## src/gmd_pkg.sv

```systemverilog
// Shared types and codes for the gRPC message deframer.
`default_nettype none

package gmd_pkg;

    localparam logic [2:0] HDR_BYTES   = 3'd5;
    localparam logic [2:0] HDR_LAST    = 3'd4;

    localparam logic [2:0] K_BYTE      = 3'd0;
    localparam logic [2:0] K_EMPTY     = 3'd1;
    localparam logic [2:0] K_END_OK    = 3'd2;
    localparam logic [2:0] K_END_TRUNC = 3'd3;
    localparam logic [2:0] K_COMP_ERR  = 3'd4;

    localparam logic       REQ_DATA    = 1'b0;
    localparam logic       REQ_END     = 1'b1;

    typedef enum logic [2:0] {
        PH_HEADER  = 3'b001,
        PH_PAYLOAD = 3'b010,
        PH_ERROR   = 3'b100
    } phase_t;

    typedef struct packed {
        logic       req_type;
        logic [7:0] byte_in;
    } in_item_t;

    typedef struct packed {
        logic [2:0] kind;
        logic [7:0] payload_byte;
        logic       last_of_message;
    } out_item_t;

endpackage

`default_nettype wire

```

## src/grpc_message_deframer_core.sv

```systemverilog
// Streaming deframer for length-prefixed gRPC messages in a request body.
//
// Input channel (s_): one item per body byte (req_type 0) or one item that
// marks the end of the request body (req_type 1).
// Result channel (m_): payload bytes with the last byte of each message
// marked, empty-message markers, and one end status per request (ok,
// truncated, compression error). Header bytes other than the last of an empty
// message's header and bytes dropped after a compression error give no result.
// Each accepted item goes into an input register; counter and compare logic
// against the framing state then fills the result register, which drives
// m_valid. Throughput is one item per cycle while m_ready allows it, set by
// the single pass through the input and result registers; the end-of-request
// case clears the state in the same pass.
// When the receiver stalls, the result register holds and the input
// register still accepts one more item; s_ready drops once both are full.
// A synchronous low aresetn empties both registers and returns the framing
// state to header collection.
`default_nettype none

module grpc_message_deframer_core
    import gmd_pkg::*;
(
    input  wire logic      aclk,
    input  wire logic      aresetn,
    input  wire logic      s_valid,
    output logic           s_ready,
    input  wire in_item_t  s_item,
    output logic           m_valid,
    input  wire logic      m_ready,
    output out_item_t      m_item
);

    logic        in_valid_reg, in_valid_next;
    in_item_t    in_item_reg;
    logic        out_valid_reg, out_valid_next;
    out_item_t   out_item_reg, out_item_next;

    phase_t      phase_reg, phase_next;
    logic [2:0]  header_count_reg, header_count_next;
    logic [7:0]  flag_byte_reg, flag_byte_next;
    logic [31:0] length_shift_reg, length_shift_next;
    logic [31:0] bytes_remaining_reg, bytes_remaining_next;

    logic        advance;
    logic        emit;
    logic [31:0] length_full;

    assign advance = in_valid_reg && (!out_valid_reg || m_ready);
    assign s_ready = !in_valid_reg || advance;
    assign m_valid = out_valid_reg;
    assign m_item  = out_item_reg;

    assign length_full = {length_shift_reg[23:0], in_item_reg.byte_in};

    always_comb begin
        phase_next           = phase_reg;
        header_count_next    = header_count_reg;
        flag_byte_next       = flag_byte_reg;
        length_shift_next    = length_shift_reg;
        bytes_remaining_next = bytes_remaining_reg;
        emit                 = 1'b0;
        out_item_next        = '0;

        if (in_item_reg.req_type == REQ_END) begin
            emit = 1'b1;
            if (phase_reg == PH_ERROR) begin
                out_item_next.kind = K_COMP_ERR;
            end else if (phase_reg == PH_PAYLOAD || header_count_reg != 3'd0) begin
                out_item_next.kind = K_END_TRUNC;
            end else begin
                out_item_next.kind = K_END_OK;
            end
            phase_next           = PH_HEADER;
            header_count_next    = '0;
            flag_byte_next       = '0;
            length_shift_next    = '0;
            bytes_remaining_next = '0;
        end else begin
            case (phase_reg)
                PH_ERROR: begin
                    // drop data bytes until end of request
                end
                PH_PAYLOAD: begin
                    emit                          = 1'b1;
                    out_item_next.kind            = K_BYTE;
                    out_item_next.payload_byte    = in_item_reg.byte_in;
                    bytes_remaining_next          = bytes_remaining_reg - 32'd1;
                    if (bytes_remaining_reg == 32'd1) begin
                        out_item_next.last_of_message = 1'b1;
                        phase_next           = PH_HEADER;
                        header_count_next    = '0;
                        flag_byte_next       = '0;
                        length_shift_next    = '0;
                        bytes_remaining_next = '0;
                    end
                end
                default: begin
                    // collect header; an unknown phase behaves as header
                    phase_next = PH_HEADER;
                    if (header_count_reg == 3'd0) begin
                        flag_byte_next = in_item_reg.byte_in;
                    end else begin
                        length_shift_next = length_full;
                    end
                    header_count_next = header_count_reg + 3'd1;
                    if (header_count_reg == HDR_LAST) begin
                        header_count_next = '0;
                        if (flag_byte_reg != 8'd0) begin
                            phase_next = PH_ERROR;
                        end else if (length_full == 32'd0) begin
                            emit                          = 1'b1;
                            out_item_next.kind            = K_EMPTY;
                            out_item_next.last_of_message = 1'b1;
                            flag_byte_next       = '0;
                            length_shift_next    = '0;
                            bytes_remaining_next = '0;
                        end else begin
                            bytes_remaining_next = length_full;
                            length_shift_next    = '0;
                            flag_byte_next       = '0;
                            phase_next           = PH_PAYLOAD;
                        end
                    end
                end
            endcase
        end
    end

    always_comb begin
        in_valid_next = in_valid_reg;
        if (advance) begin
            in_valid_next = 1'b0;
        end
        if (s_valid && s_ready) begin
            in_valid_next = 1'b1;
        end

        out_valid_next = out_valid_reg;
        if (out_valid_reg && m_ready) begin
            out_valid_next = 1'b0;
        end
        if (advance && emit) begin
            out_valid_next = 1'b1;
        end
    end

    always_ff @(posedge aclk) begin
        if (!aresetn) begin
            in_valid_reg        <= 1'b0;
            out_valid_reg       <= 1'b0;
            phase_reg           <= PH_HEADER;
            header_count_reg    <= '0;
            flag_byte_reg       <= '0;
            length_shift_reg    <= '0;
            bytes_remaining_reg <= '0;
        end else begin
            in_valid_reg  <= in_valid_next;
            out_valid_reg <= out_valid_next;
            if (advance) begin
                phase_reg           <= phase_next;
                header_count_reg    <= header_count_next;
                flag_byte_reg       <= flag_byte_next;
                length_shift_reg    <= length_shift_next;
                bytes_remaining_reg <= bytes_remaining_next;
            end
        end
    end

    always_ff @(posedge aclk) begin
        if (s_valid && s_ready) begin
            in_item_reg <= s_item;
        end
        if (advance && emit) begin
            out_item_reg <= out_item_next;
        end
    end

`ifndef SYNTHESIS
    a_end_clears: assert property (@(posedge aclk) disable iff (!aresetn)
        (advance && in_item_reg.req_type == REQ_END) |=>
            (phase_reg == PH_HEADER && header_count_reg == 3'd0))
        else $error("end of request did not clear framing state");

    a_payload_owed: assert property (@(posedge aclk) disable iff (!aresetn)
        (phase_reg == PH_PAYLOAD) |-> (bytes_remaining_reg != 32'd0))
        else $error("payload phase with no bytes owed");

    a_header_count: assert property (@(posedge aclk) disable iff (!aresetn)
        (header_count_reg <= HDR_LAST))
        else $error("header count beyond header length");

    a_status_zero_byte: assert property (@(posedge aclk) disable iff (!aresetn)
        (m_valid && m_item.kind != K_BYTE) |-> (m_item.payload_byte == 8'd0))
        else $error("non-payload item carries a byte");
`endif

endmodule

`default_nettype wire
```

## config.mk

```make
export PLATFORM = sky130hd
export DESIGN_NAME = grpc_message_deframer_core
export DESIGN_NICKNAME = d
export VERILOG_FILES = /design/src/gmd_pkg.sv /design/src/grpc_message_deframer_core.sv
export SDC_FILE = /design/constraint.sdc
export NUM_CORES = 1
export LEC_CHECK = 0
export BUFFER_PORTS_ARGS = -buffer_cell sky130_fd_sc_hd__buf_2
export CORE_MARGIN = 3
export CORE_UTILIZATION = 45
export DETAILED_ROUTE_END_ITERATION = 16
export PLACE_DENSITY = 0.65
export SYNTH_ARGS = -nofsm -noshare
export SYNTH_HDL_FRONTEND = slang
export SYNTH_SLANG_ARGS = --single-unit
```

## constraint.sdc

```tcl
create_clock -name aclk -period 3.58 [get_ports aclk]
set_input_delay 0.716 -clock aclk [delete_from_list [all_inputs] [get_ports aclk]]
set_output_delay 0.716 -clock aclk [all_outputs]
set_load 0.02 [all_outputs]
```

* Yosys cells after proc, flatten, opt, wreduce, memory -nomap -nowiden *
Index checks and enable logic that the tools add are counted.

word-level totals
  word-level logic and storage cells = 88
  output and inout port bits = 14
  bits of input ports = 13
  register bits after elaboration = 101

cells by class
  bitwise gates (word level) = 1
  reductions and logical operators = 20
  add/sub/neg operators = 2
  muxes and demuxes = 46
  equal/unequal tests = 7

operator list
  kind                                                                     count
  32-bit two-way mux                                                       10
  32-bit one-hot mux with 2 select lines                                   2
  8-bit two-way mux                                                        5
  32-bit by 1-bit equality test with 1-bit output, second input constant   1
  32-bit zero test                                                         1
  32-bit by 1-bit subtractor with 32-bit output, second input constant     1
  3-bit two-way mux                                                        9
  8-bit one-hot mux with 2 select lines                                    1
  1-bit two-way mux                                                        14
  3-bit one-hot mux with 2 select lines                                    2
  8-bit nonzero test                                                       1
  3-bit equality test, second input constant                               2
  3-bit nonzero test                                                       2
  1-bit logical AND                                                        4
  1-bit one-hot mux with 2 select lines                                    2
  4-bit AND reduction                                                      1
  2-bit nonzero test                                                       2
  2-bit OR reduction                                                       2
  3-bit by 1-bit adder with 3-bit output, second input constant            1
  3-bit by 2-bit equality test with 1-bit output, second input constant    1
  3-bit zero test                                                          1
  1-bit logical OR                                                         3
  3-bit by 2-bit inequality test with 1-bit output, second input constant  1
  3-bit inequality test, second input constant                             1
  5 further kinds                                                          6

* Longest topological paths before layout *
Gate-level depths: netlist (run 1).

  depth in word-level cells = 8
  mapped depth = 10
  mapped depth without buffers = 8

* Worst setup path after synthesis (run 1) *
No wires, ideal clock.

  path type = register to register
  from = register bytes_remaining_reg[24]
  to = register flag_byte_reg[0]
  slack = 0.767 ns
  clock period less this slack = 2.813 ns
  arrival = 2.694 ns
  setup time = 0.120 ns
  path buffers = 2
  data required time = 3.460 ns
  stages on the path, launching flop included = 9
  path through = dfxtp_1 > or4_4 > or3_1 > buf_6 > or4_4 > buf_6 > a211oi_4 > mux2i_1 > nor2_2

on the way
  word-level cells in the longest chain between the ends = 3

ends and longest elaborated chain
  what                                                        RTL line                           RTL
  start: declaration                                          grpc_message_deframer_core.sv:42   logic [31:0] bytes_remaining_reg, bytes_remaining_next;
  start signal: assignment                                    grpc_message_deframer_core.sv:164  bytes_remaining_reg <= bytes_remaining_next;
  32-bit by 1-bit equality test with 1-bit output             grpc_message_deframer_core.sv:88   if (bytes_remaining_reg == 32'd1) begin
  3-bit by 2-bit inequality test with 1-bit output (no line)  --
  3-bit AND reduction (no line)                               --
  end signal: assignment                                      grpc_message_deframer_core.sv:162  flag_byte_reg <= flag_byte_next;
  end: declaration                                            grpc_message_deframer_core.sv:40   logic [7:0] flag_byte_reg, flag_byte_next;

Every way passes these cells.
A chain may end at the register's enable or synchronous reset.

* Worst setup path in the final report (run 1) *
  from = register bytes_remaining_reg[4]
  to = register flag_byte_reg[5]

Same word-level chain as after synthesis.

==> results of run 1 <==
-- worst min-delay path: cells and delay by family, from the launching register on --
kind	cells	cell delay [ps]
flops	1	340
simple gates	1	60
compound gates	1	50
-- how the worst max path moves through the flow --
stage | startpoint | endpoint | cells after the start
finish | bytes_remaining_reg[4] | flag_byte_reg[5] | 6
global route | bytes_remaining_reg[4] | flag_byte_reg[5] | 6
CTS | bytes_remaining_reg[4] | flag_byte_reg[5] | 6
detailed placement | bytes_remaining_reg[4] | flag_byte_reg[5] | 6
global placement | bytes_remaining_reg[4] | flag_byte_reg[0] | 6
floorplan | bytes_remaining_reg[24] | flag_byte_reg[0] | 8
-- cells in the mapped netlist (all sizes together) (2+ instances only) --
cell type / count
o22ai: 8
buf: 8
or2: 4
nand2: 82
nor4b: 6
o21a: 2
o311ai: 4
a211oi: 5
inv: 9
nor2b: 3
o211ai: 2
nand3: 13
a31oi: 8
dfxtp: 72
a22oi: 6
o41ai: 2
a21oi: 47
xor2: 4
a32oi: 5
clkbuf: 23
ha: 4
a32o: 6
or4: 9
nor4: 22
nand4: 4
a22o: 2
xnor2: 2
mux2i: 9
or3: 7
a221oi: 8
a311o: 2
edfxtp: 21
o21ai: 23
nand3b: 2
nor2: 39
nand2b: 5
nor3: 17
and2: 11
-- area by class of cell --
type	instances	share of cell area, %
multi-input cells	383	45.5
flip-flops and latches	93	41.4
repair buffers	43	5.16
well taps	129	3.23
clock buffers	9	2.48
clock inverters	7	1.48
inverters	9	0.676
-- cell usage in the layout (no fill, tap or decap), drive strengths merged, types with 3 or more instances in the layout --
cell,count
ha,4
a32oi,5
a31oi,8
buf,43
xor2,4
or2,4
edfxtp,21
o311ai,4
a32o,6
nor2b,3
nor3,17
a211oi,5
a221oi,8
or3,7
nand3,13
inv,15
nor4,22
a22oi,6
nand2,82
nor4b,6
o22ai,8
dfxtp,72
and2,11
o21ai,23
nand4,4
nand2b,5
nor2,39
mux2i,9
clkbuf,9
a21oi,47
or4,9
-- kinds of logic (layout without fill, tap and decap cells) --
group | Yosys count | count (layout) | synth area share (%)
AND/OR/NAND/NOR | 227 | 227 | 25.9
XOR/XNOR | 6 | 6 | 1.16
flip-flops | 93 | 93 | 45.9
AO/OA/AOI/OAI | 136 | 136 | 19.9
adder cells (fa/ha/maj) | 4 | 4 | 1.11
buffers and inverters | 40 | 68 | 3.85
multiplexers | 10 | 10 | 2.25
-- power by group through the flow --
stage / sequential [uW] / combinational (uW) / clock, uW
2_1_floorplan: 1140 / 160 / 0
3_3_place_gp: 1150 / 220 / 0
3_5_place_dp: 1150 / 221 / 0
4_1_cts: 1120 / 222 / 722
5_1_grt: 1130 / 249 / 765
6_report: 1120 / 225 / 710
-- routing by layer --
layer,global-route usage [%],share of wire [%],up-vias
li1,-,-,1968
met1,33.0,47,1951
met2,34.5,44,146
met3,3.46,5.8,31
met4,9.90,3.0,0
met5,0,0,-
-- metrics by stage --
stage          setup slack [ps]  power, uW
2_1_floorplan               767       1300
3_3_place_gp                631       1370
3_5_place_dp                554       1370
4_1_cts                     541       2070
5_1_grt                     361       2140
6_report                    496       2060
==> flow_summary_export.csv, run 1 <==
group,metric,value,unit
outcome,status,"completed",
layout,layout.nets,556,
placement,place_congestion,0.924,
pwr,p_switching,606,uW
timing,slew_headroom,35.0,%
route,via_count,4096,
grt,antenna_found_initial,1,
timing,finalHoldViolations,0,
timing,worst_pin_slew,975,ps
hold_path,hp-class,"register to register",
timing,slew_violations,0,
placement,dp.cells,657,
route,drc,0,
setup_path,reg2reg_from,"bytes_remaining_reg[4]",
route,firstDrtPassIters,5,
floorplan,dieArea,11300,sq um
hold_path,hold_path_startpoint,"length_shift_reg[20]",
pwr,p_sw_share,29.5,%
job,maxCapViolCount,0,
clock_tree,clk_pin_slew,100,ps
grt,grt_pass1_wl,20.3,mm
floorplan,initial_core_util,47.5,%
route,drtAntennaViolNets,0,
layout,syn_to_final_growth,10.8,%
setup_path,critPathLaunchType,"register",
pwr,ir_drop,0.210,mV
logic_synthesis,synth_cell_types,57,
logic_synthesis,synth-edff-count,21,
timing,fmax,0.324,GHz
floorplan,dieHeight,106,um
layout,multi_input_area,2280,sq um
logic_synthesis,yosys-top-cells-area,"dfxtp_1, edfxtp_1, nand2_1, a21oi_1, nor4_1",
setup_path,crit_arrival,3350,ps
floorplan,die_width,106,um
clock_tree,clk_path_buf_depth,2,
clock_tree,htreeDepth,3,
setup_path,crit_buf_inv,0,
clock_tree,cts.sinks,93,
timing,tns,0,ps
setup_path,slowest_delay,650,ps
grt,grt_pass1_vias,3841,
logic_synthesis,syn_nets,533,
logic_synthesis,synth_top_area_share,31.9,%
timing,layout_min_cycle_time,3080,ps
timing,fin_crit_sh,86.1,%
logic_synthesis,syn_area,4510,sq um
logic_synthesis,yosysTopAreaCell,"dfxtp_1",
pwr,powerDensity,411,nW/um^2
logic_synthesis,yosysWarnings,0,
setup_path,cp-end-kind,"register",
clock_tree,cts_hold_buffers,0,
floorplan,row_count,35,
placement,place_area,4800,sq um
route,vias_per_cell,6.09,
grt,grt_max_degree,35,
clock_tree,cts_buffers,9,
logic_synthesis,yosysSeqAreaShare,45.9,%
layout,fillCellCount,938,
clock_tree,cts_tree,"built",
pwr,power_frac_comb,10.9,%
hold_path,worstHoldPathCells,2,
setup_path,slowest_stage,"or4_4",
grt,grtUsageTotal,23.1,%
layout,finish.utilization,52.6,%
clock_tree,clock-root-buffer,"clkbuf_8",
pwr,internal_power,1450,uW
layout,design_area,5000,sq um
route,wl_per_cell,18.5,um
clock_tree,cts_resized,0,
clock_tree,clock_latency,380,ps
placement,dp.final_hpwl,8.74,mm
layout,layoutNonFillerInstCount,673,
timing,fin_skew,13.1,ps
setup_path,crit_type,"register to register",
logic_synthesis,async_flop_share,0,%
timing,setup_viol_count_final,0,
setup_path,r2r_slack,500,ps
placement,port_buffers,26,
setup_path,critPathMaxFanout,9,
setup_path,critical_path.top_delay_family,"simple AND/OR/NAND/NOR gates",
route,finalWirelength,12.5,mm
logic_synthesis,netlist_instances,516,
clock_tree,cts_setup_buffers,0,
setup_path,r2r-end,"flag_byte_reg[5]",
logic_synthesis,avgSynthCellArea,8.75,sq um
logic_synthesis,ys_ff_latch,93,
grt,grt-ovfl-total,0,
layout,ff_latch_area,2070,sq um
route,drt-initial-drc-count,379,
timing,hold_ws,490,ps
floorplan,pin_count,27,
logic_synthesis,ys.flop_type,"dfxtp_1",
timing,rsz0062_at_grt,"false",
floorplan,core_area,9500,sq um
hold_path,hold-path-endpoint,"length_shift_reg[20]",
layout,largest_reg_flops,32,
pwr,leakage,0.00178,uW
layout,diodes,0,
setup_path,r2r.worst_path.cells,6,
layout,drive_gt1_share,15.1,%
pwr,pwr-share-clk,34.5,%
pwr,pwr-share-seq,54.6,%
setup_path,crit_chain,"nor4_2 > or3b_1 > or4_4 > a211oi_4 > mux2i_1 > nor2_2",
setup_path,crit_required,3840,ps
No activity file was read; power rests on OpenSTA's default activity.
==> inputs of run 2 (changes only) <==
--- a/config.mk
+++ b/config.mk
@@ -5,11 +5,12 @@
 export SDC_FILE = /design/constraint.sdc
 export NUM_CORES = 1
 export LEC_CHECK = 0
+export ABC_AREA = 1
 export BUFFER_PORTS_ARGS = -buffer_cell sky130_fd_sc_hd__buf_2
 export CORE_MARGIN = 3
 export CORE_UTILIZATION = 45
 export DETAILED_ROUTE_END_ITERATION = 16
-export PLACE_DENSITY = 0.65
+export PLACE_DENSITY = 0.64
 export SYNTH_ARGS = -nofsm -noshare
 export SYNTH_HDL_FRONTEND = slang
 export SYNTH_SLANG_ARGS = --single-unit
==> run 2 against run 1 <==
Against the previous run:
- non-clock buffer count fell by 10
- maximum frequency rose by 4.5%
- critical path type unchanged
- worst hold slack got worse by 25 ps
- critical path depth rose by 5
- largest power group unchanged
- global-route usage barely moved
- sequential power rose by 4%
- critical endpoint is now bytes_remaining_reg[12]
- clock skew fell by 4.6 ps
- register-to-register slack improved by 130 ps
- sequential share of layout area fell by 8.1 points
==> flow_summary_export.csv, run 2 <==
group,metric,value,unit
clock_tree,cts_tree,"built",
grt,grt_pass1_wl,26.5,mm
timing,slew_headroom,37.9,%
setup_path,cpMostUsedCell,"nand2_1",
clock_tree,clock_latency,350,ps
setup_path,cp-end-kind,"register",
layout,layout.nets,915,
pwr,leakage,0.00256,uW
route,top_layer_used,"met4",
logic_synthesis,netlist_instances,896,
floorplan,initial_core_util,46.7,%
logic_synthesis,yosysSeqAreaShare,36.5,%
clock_tree,cts_setup_buffers,0,
layout,multi_input_area,3040,sq um
logic_synthesis,avgSynthCellArea,6.33,sq um
setup_path,critPathMaxFanout,36,
setup_path,crit_arrival,3200,ps
placement,pre_cts_slack,673,ps
setup_path,crit_required,3830,ps
layout,syn_to_final_growth,9.44,%
setup_path,reg2reg_from,"phase_reg[0]",
timing,fin_skew,8.47,ps
layout,drive_gt1_share,8.31,%
clock_tree,cts_hold_buffers,0,
pwr,p_switching,837,uW
timing,finalHoldViolations,0,
route,finalWirelength,15.7,mm
floorplan,core_area,12200,sq um
layout,final_cell_mix,"nand2_1, nor2_1, a21oi_1",
outcome,status,"completed",
route,drc,0,
setup_path,slowest_delay,640,ps
route,wl_met1,7.70,mm
layout,layout_commonest_cell,"nand2_1",
route,firstDrtPassIters,5,
floorplan,pin_count,27,
route,vias_per_cell,5.22,
logic_synthesis,synth_cell_types,36,
pwr,power_frac_comb,18.6,%
timing,hold_ws,464,ps
placement,place_congestion,0.866,
layout,finish.utilization,51.1,%
timing,fmax,0.339,GHz
hold_path,hold-path-endpoint,"flag_byte_reg[7]",
grt,grt_max_degree,62,
hold_path,worstHoldPathCells,2,
hold_path,hold_path_startpoint,"flag_byte_reg[7]",
logic_synthesis,synth.most_common_cell,"nand2_1",
timing,worst_pin_slew,931,ps
logic_synthesis,ys_ff_latch,93,
logic_synthesis,synth-edff-count,21,
pwr,total_power,2800,uW
job,maxCapViolCount,0,
setup_path,r2r.worst_path.cells,11,
setup_path,r2r_slack,630,ps
layout,largest_reg_flops,32,
route,drtAntennaViolNets,0,
clock_tree,cts.sinks,93,
placement,port_buffers,26,
timing,layout_min_cycle_time,2950,ps
pwr,powerDensity,451,nW/um^2
hold_path,hp-class,"register to register",
timing,setup_viol_count_final,0,
clock_tree,clk_pin_slew,70,ps
grt,grtUsageTotal,23.1,%
pwr,internal_power,1970,uW
logic_synthesis,yosysWarnings,0,
logic_synthesis,yosysTopAreaCell,"dfxtp_1",
pwr,p_sw_share,29.9,%
logic_synthesis,yosys-top-cells-area,"dfxtp_1, nand2_1, edfxtp_1, a21oi_1, nor2_1",
placement,dp.final_hpwl,10.7,mm
setup_path,r2r-end,"bytes_remaining_reg[12]",
grt,grt-ovfl-total,0,
pwr,pwr-share-clk,39.9,%
timing,slew_violations,0,
floorplan,dieHeight,118,um
setup_path,crit_type,"register to register",
setup_path,critPathLaunchType,"register",
route,wl_met2,7.10,mm
route,met3WireLength,608,um
logic_synthesis,syn_nets,913,
layout,diodes,0,
logic_synthesis,synth_top_area_share,25.4,%
floorplan,dieArea,14000,sq um
grt,grt_pass1_vias,5140,
pwr,ir_drop,0.394,mV
layout,fillCellCount,1220,
setup_path,slowest_stage,"nand2_1",
clock_tree,cts_buffers,9,
clock_tree,htreeDepth,3,
pwr,pwr-share-seq,41.5,%
timing,fin_ws,629,ps
timing,tns,0,ps
logic_synthesis,yosys-top-cells-count,"nand2_1, nor2_1, a21oi_1",
logic_synthesis,syn_area,5670,sq um
route,via_count,5587,
timing,fin_crit_sh,82.4,%
route,drt-initial-drc-count,544,
clock_tree,clock-root-buffer,"clkbuf_16",
floorplan,row_count,40,
setup_path,crit_chain,"nor3_4 > inv_2 > buf_4 > nand2_1 > inv_2 > nand2_1 > nand2_1 > buf_4 > a21oi_1 > nand2_1 > inv_1",
timing,rsz0062_at_grt,"false",
clock_tree,clk_path_buf_depth,2,
layout,ff_latch_area,2070,sq um
logic_synthesis,ys.flop_type,"dfxtp_1",
route,wl_per_cell,14.6,um
logic_synthesis,async_flop_share,0,%
grt,antenna_found_initial,0,
clock_tree,cts_resized,0,
floorplan,die_width,118,um
==> run 2: power by group through the flow <==
stage | Clock, uW | Combinational, uW | Sequential, uW
finish | 1120 | 521 | 1160
global route | 1180 | 604 | 1170
CTS | 1140 | 519 | 1160
detailed placement | 0 | 516 | 1180
global placement | 0 | 515 | 1180
floorplan | 0 | 404 | 1170
==> run 2: layer usage <==
metal / global-route usage (%) / vias to the layer above
met5: 0 / -
met4: 5.71 / 0
met3: 4.21 / 17
met2: 36.2 / 112
met1: 32.9 / 2581
li1: - / 2877
==> run 2: cell families after synthesis <==
family                   count (synthesis)  share of synthesized area, %
flip-flops                              93                          36.5
AND/OR/NAND/NOR                        474                          35.0
adder cells (fa/ha/maj)                  4                         0.882
AO/OA/AOI/OAI                          186                          17.0
XOR/XNOR                                 5                         0.772
buffers and inverters                  134                          9.88
==> run 2: through the flow <==
stage               cell area [sq um]  cells
floorplan                        5670    896
global placement                 5860   1055
detailed placement               5860   1055
CTS                              6210   1071
global route                     6210   1071
finish                           6210   1071
==> run 2: area by class of cell <==
cell class,instances,area share [%]
Multi-Input combinational cell,669,49.0
Sequential cell,93,33.4
Inverter,92,5.56
Clock buffer,10,3.69
Tap cell,168,3.39
Timing Repair Buffer,33,3.14
Clock inverter,6,1.87
==> run 2: worst max-delay path by stage <==
| stage | from | endpoint | slack, ps | depth (start not counted) |
|---|---|---|---|---|
| floorplan | m_ready | bytes_remaining_reg[15] | 1690 | 8 |
| global placement | phase_reg[0] | bytes_remaining_reg[20] | 650 | 11 |
| detailed placement | phase_reg[0] | bytes_remaining_reg[20] | 670 | 11 |
| CTS | phase_reg[0] | bytes_remaining_reg[9] | 660 | 11 |
| global route | phase_reg[1] | bytes_remaining_reg[15] | 350 | 12 |
| finish | phase_reg[0] | bytes_remaining_reg[12] | 630 | 11 |
==> run 2: worst max-delay path, delay by kind of cell, from the launching register on <==
family | cells | cell delay (ps)
AO/OA/AOI/OAI | 1 | 80
buffers and inverters | 5 | 1190
flip-flops | 1 | 410
AND/OR/NAND/NOR | 5 | 1170
==> inputs of run 3 (changes only) <==
--- a/config.mk
+++ b/config.mk
@@ -10,7 +10,7 @@
 export CORE_MARGIN = 3
 export CORE_UTILIZATION = 45
 export DETAILED_ROUTE_END_ITERATION = 16
-export PLACE_DENSITY = 0.64
+export PLACE_DENSITY = 0.67
 export SYNTH_ARGS = -nofsm -noshare
 export SYNTH_HDL_FRONTEND = slang
 export SYNTH_SLANG_ARGS = --single-unit
==> constraint.sdc (replaced) <==
create_clock -name aclk -period 2.7 [get_ports aclk]
set_input_delay 0.54 -clock aclk [delete_from_list [all_inputs] [get_ports aclk]]
set_output_delay 0.54 -clock aclk [all_outputs]
set_load 0.02 [all_outputs]
==> run 3 against run 2 <==
Against the previous run:
- flip-flop and latch count unchanged
- worst hold slack got worse by 110 ps
- clock skew is 2.7 ps lower
- first-iteration DRC count is 13% higher
- design area grew 1.7%
- non-clock buffer count rose by 15
- critical path depth did not move
- register-to-register slack got worse by 200 ps
==> flow_summary_export.csv, run 3 (same netlist as run 2, synthesis figures left out) <==
group,metric,value,unit
pwr,leakage,0.00264,uW
route,firstDrtPassIters,5,
timing,hold_ws,358,ps
clock_tree,clk_pin_slew,70,ps
placement,dp.cells,1070,
layout,final_cell_mix,"nand2_1, nor2_1, a21oi_1",
floorplan,die_width,118,um
timing,rsz0062_at_grt,"false",
setup_path,critPathLaunchType,"register",
clock_tree,cts_hold_buffers,0,
floorplan,core_area,12200,sq um
timing,slew_headroom,60.0,%
grt,met2_usage,35.8,%
grt,grt_pass1_vias,5212,
placement,port_buffers,26,
setup_path,cp-end-kind,"register",
layout,layout_commonest_cell,"nand2_1",
route,drt-initial-drc-count,615,
setup_path,critPathMaxFanout,18,
layout,syn_to_final_growth,11.3,%
layout,diodes,0,
setup_path,crit_arrival,2520,ps
placement,place_congestion,0.936,
route,drtAntennaViolNets,0,
clock_tree,cts_tree,"built",
route,drc,0,
clock_tree,htreeDepth,3,
route,via_count,5604,
timing,worst_pin_slew,598,ps
grt,use_met3,6.56,%
layout,layout.nets,930,
route,wl_per_cell,14.4,um
clock_tree,cts.sinks,93,
clock_tree,clk_path_buf_depth,2,
clock_tree,clock_latency,350,ps
pwr,ir_drop,0.408,mV
hold_path,worstHoldPathCells,1,
timing,fmax,0.441,GHz
floorplan,pin_count,27,
placement,place_area,5980,sq um
timing,fin_skew,5.77,ps
hold_path,hp-class,"input port to register",
grt,top_usage_layer,"met2",
outcome,status,"completed",
route,vias_per_cell,5.16,
floorplan,initial_core_util,46.7,%
grt,grt_max_degree,62,
clock_tree,clock-root-buffer,"clkbuf_16",
layout,fillCellCount,1267,
layout,drive_gt1_share,9.91,%
layout,largest_reg_flops,32,
job,maxCapViolCount,0,
placement,dp.final_hpwl,11.0,mm
placement,pre_cts_slack,341,ps
floorplan,dieArea,14000,sq um
setup_path,crit_type,"register to register",
floorplan,dieHeight,118,um
grt,grt_use_met1,32.6,%
timing,fin_crit_sh,84.0,%
timing,fin_ws,433,ps
clock_tree,cts_setup_buffers,0,
clock_tree,cts_resized,0,
setup_path,crit_required,2950,ps
grt,antenna_found_initial,0,
grt,grt_pass1_wl,26.6,mm
timing,setup_viol_count_final,0,
grt,grt-ovfl-total,0,
floorplan,row_count,40,
layout,layoutNonFillerInstCount,1086,
timing,finalHoldViolations,0,
timing,tns,0,ps
layout,design_area,6320,sq um
clock_tree,cts_buffers,9,
route,finalWirelength,15.7,mm
setup_path,r2r.worst_path.cells,11,
pwr,powerDensity,586,nW/um^2
grt,grtUsageTotal,23.3,%
timing,slew_violations,0,
timing,layout_min_cycle_time,2270,ps
==> run 3: final cells by class <==
| cell class | instances | area [sq um] | share of cell area, % |
|---|---|---|---|
| inverters | 92 | 345 | 5.47 |
| well taps | 168 | 210 | 3.33 |
| clock inverters | 7 | 114 | 1.80 |
| flip-flops and latches | 93 | 2070 | 32.8 |
| repair buffers | 48 | 308 | 4.87 |
| multi-input cells | 669 | 3040 | 48.2 |
| clock buffers | 9 | 225 | 3.57 |
==> run 3: report_power, final <==
part	leakage, uW	internal [uW]	total, uW	switching (uW)
Sequential	0.000779	1480	1540	59.1
Clock	0.000169	901	1450	552
Combinational	0.00169	228	709	481
==> run 3: path summary, 6_finish.rpt <==
| check | from | to | slack, ps |
|---|---|---|---|
| hold reg to reg | flag_byte_reg[0] | flag_byte_reg[0] | 470 |
| setup reg to reg | header_count_reg[0] | bytes_remaining_reg[4] | 430 |
| setup / recovery | header_count_reg[0] | bytes_remaining_reg[4] | 430 |
| hold / removal | s_item[7] | in_item_reg[7] | 360 |
==> run 3: stage by stage <==
stage	total power, uW	util, %
2_1_floorplan	2090	-
3_3_place_gp	2260	49.1
3_5_place_dp	2270	49.1
4_1_cts	3720	51.9
5_1_grt	3890	51.9
6_report	3700	51.9
==> run 3: worst max-delay path, stage by stage, from the launching register on <==
cell	delay, ps
dfxtp_1	360
inv_1	60
ha_1	260
nand2_1	190
inv_2	50
nand2_1	150
nand2_1	70
nand2_1	450
buf_4	330
a21oi_1	100
nand2_1	110
inv_1	40
==> run 3: layer usage <==
metal | share of wire (%) | up-vias
met5 | 0 | -
met4 | 1.2 | 0
met3 | 6.3 | 15
met2 | 45 | 138
met1 | 48 | 2536
li1 | - | 2915
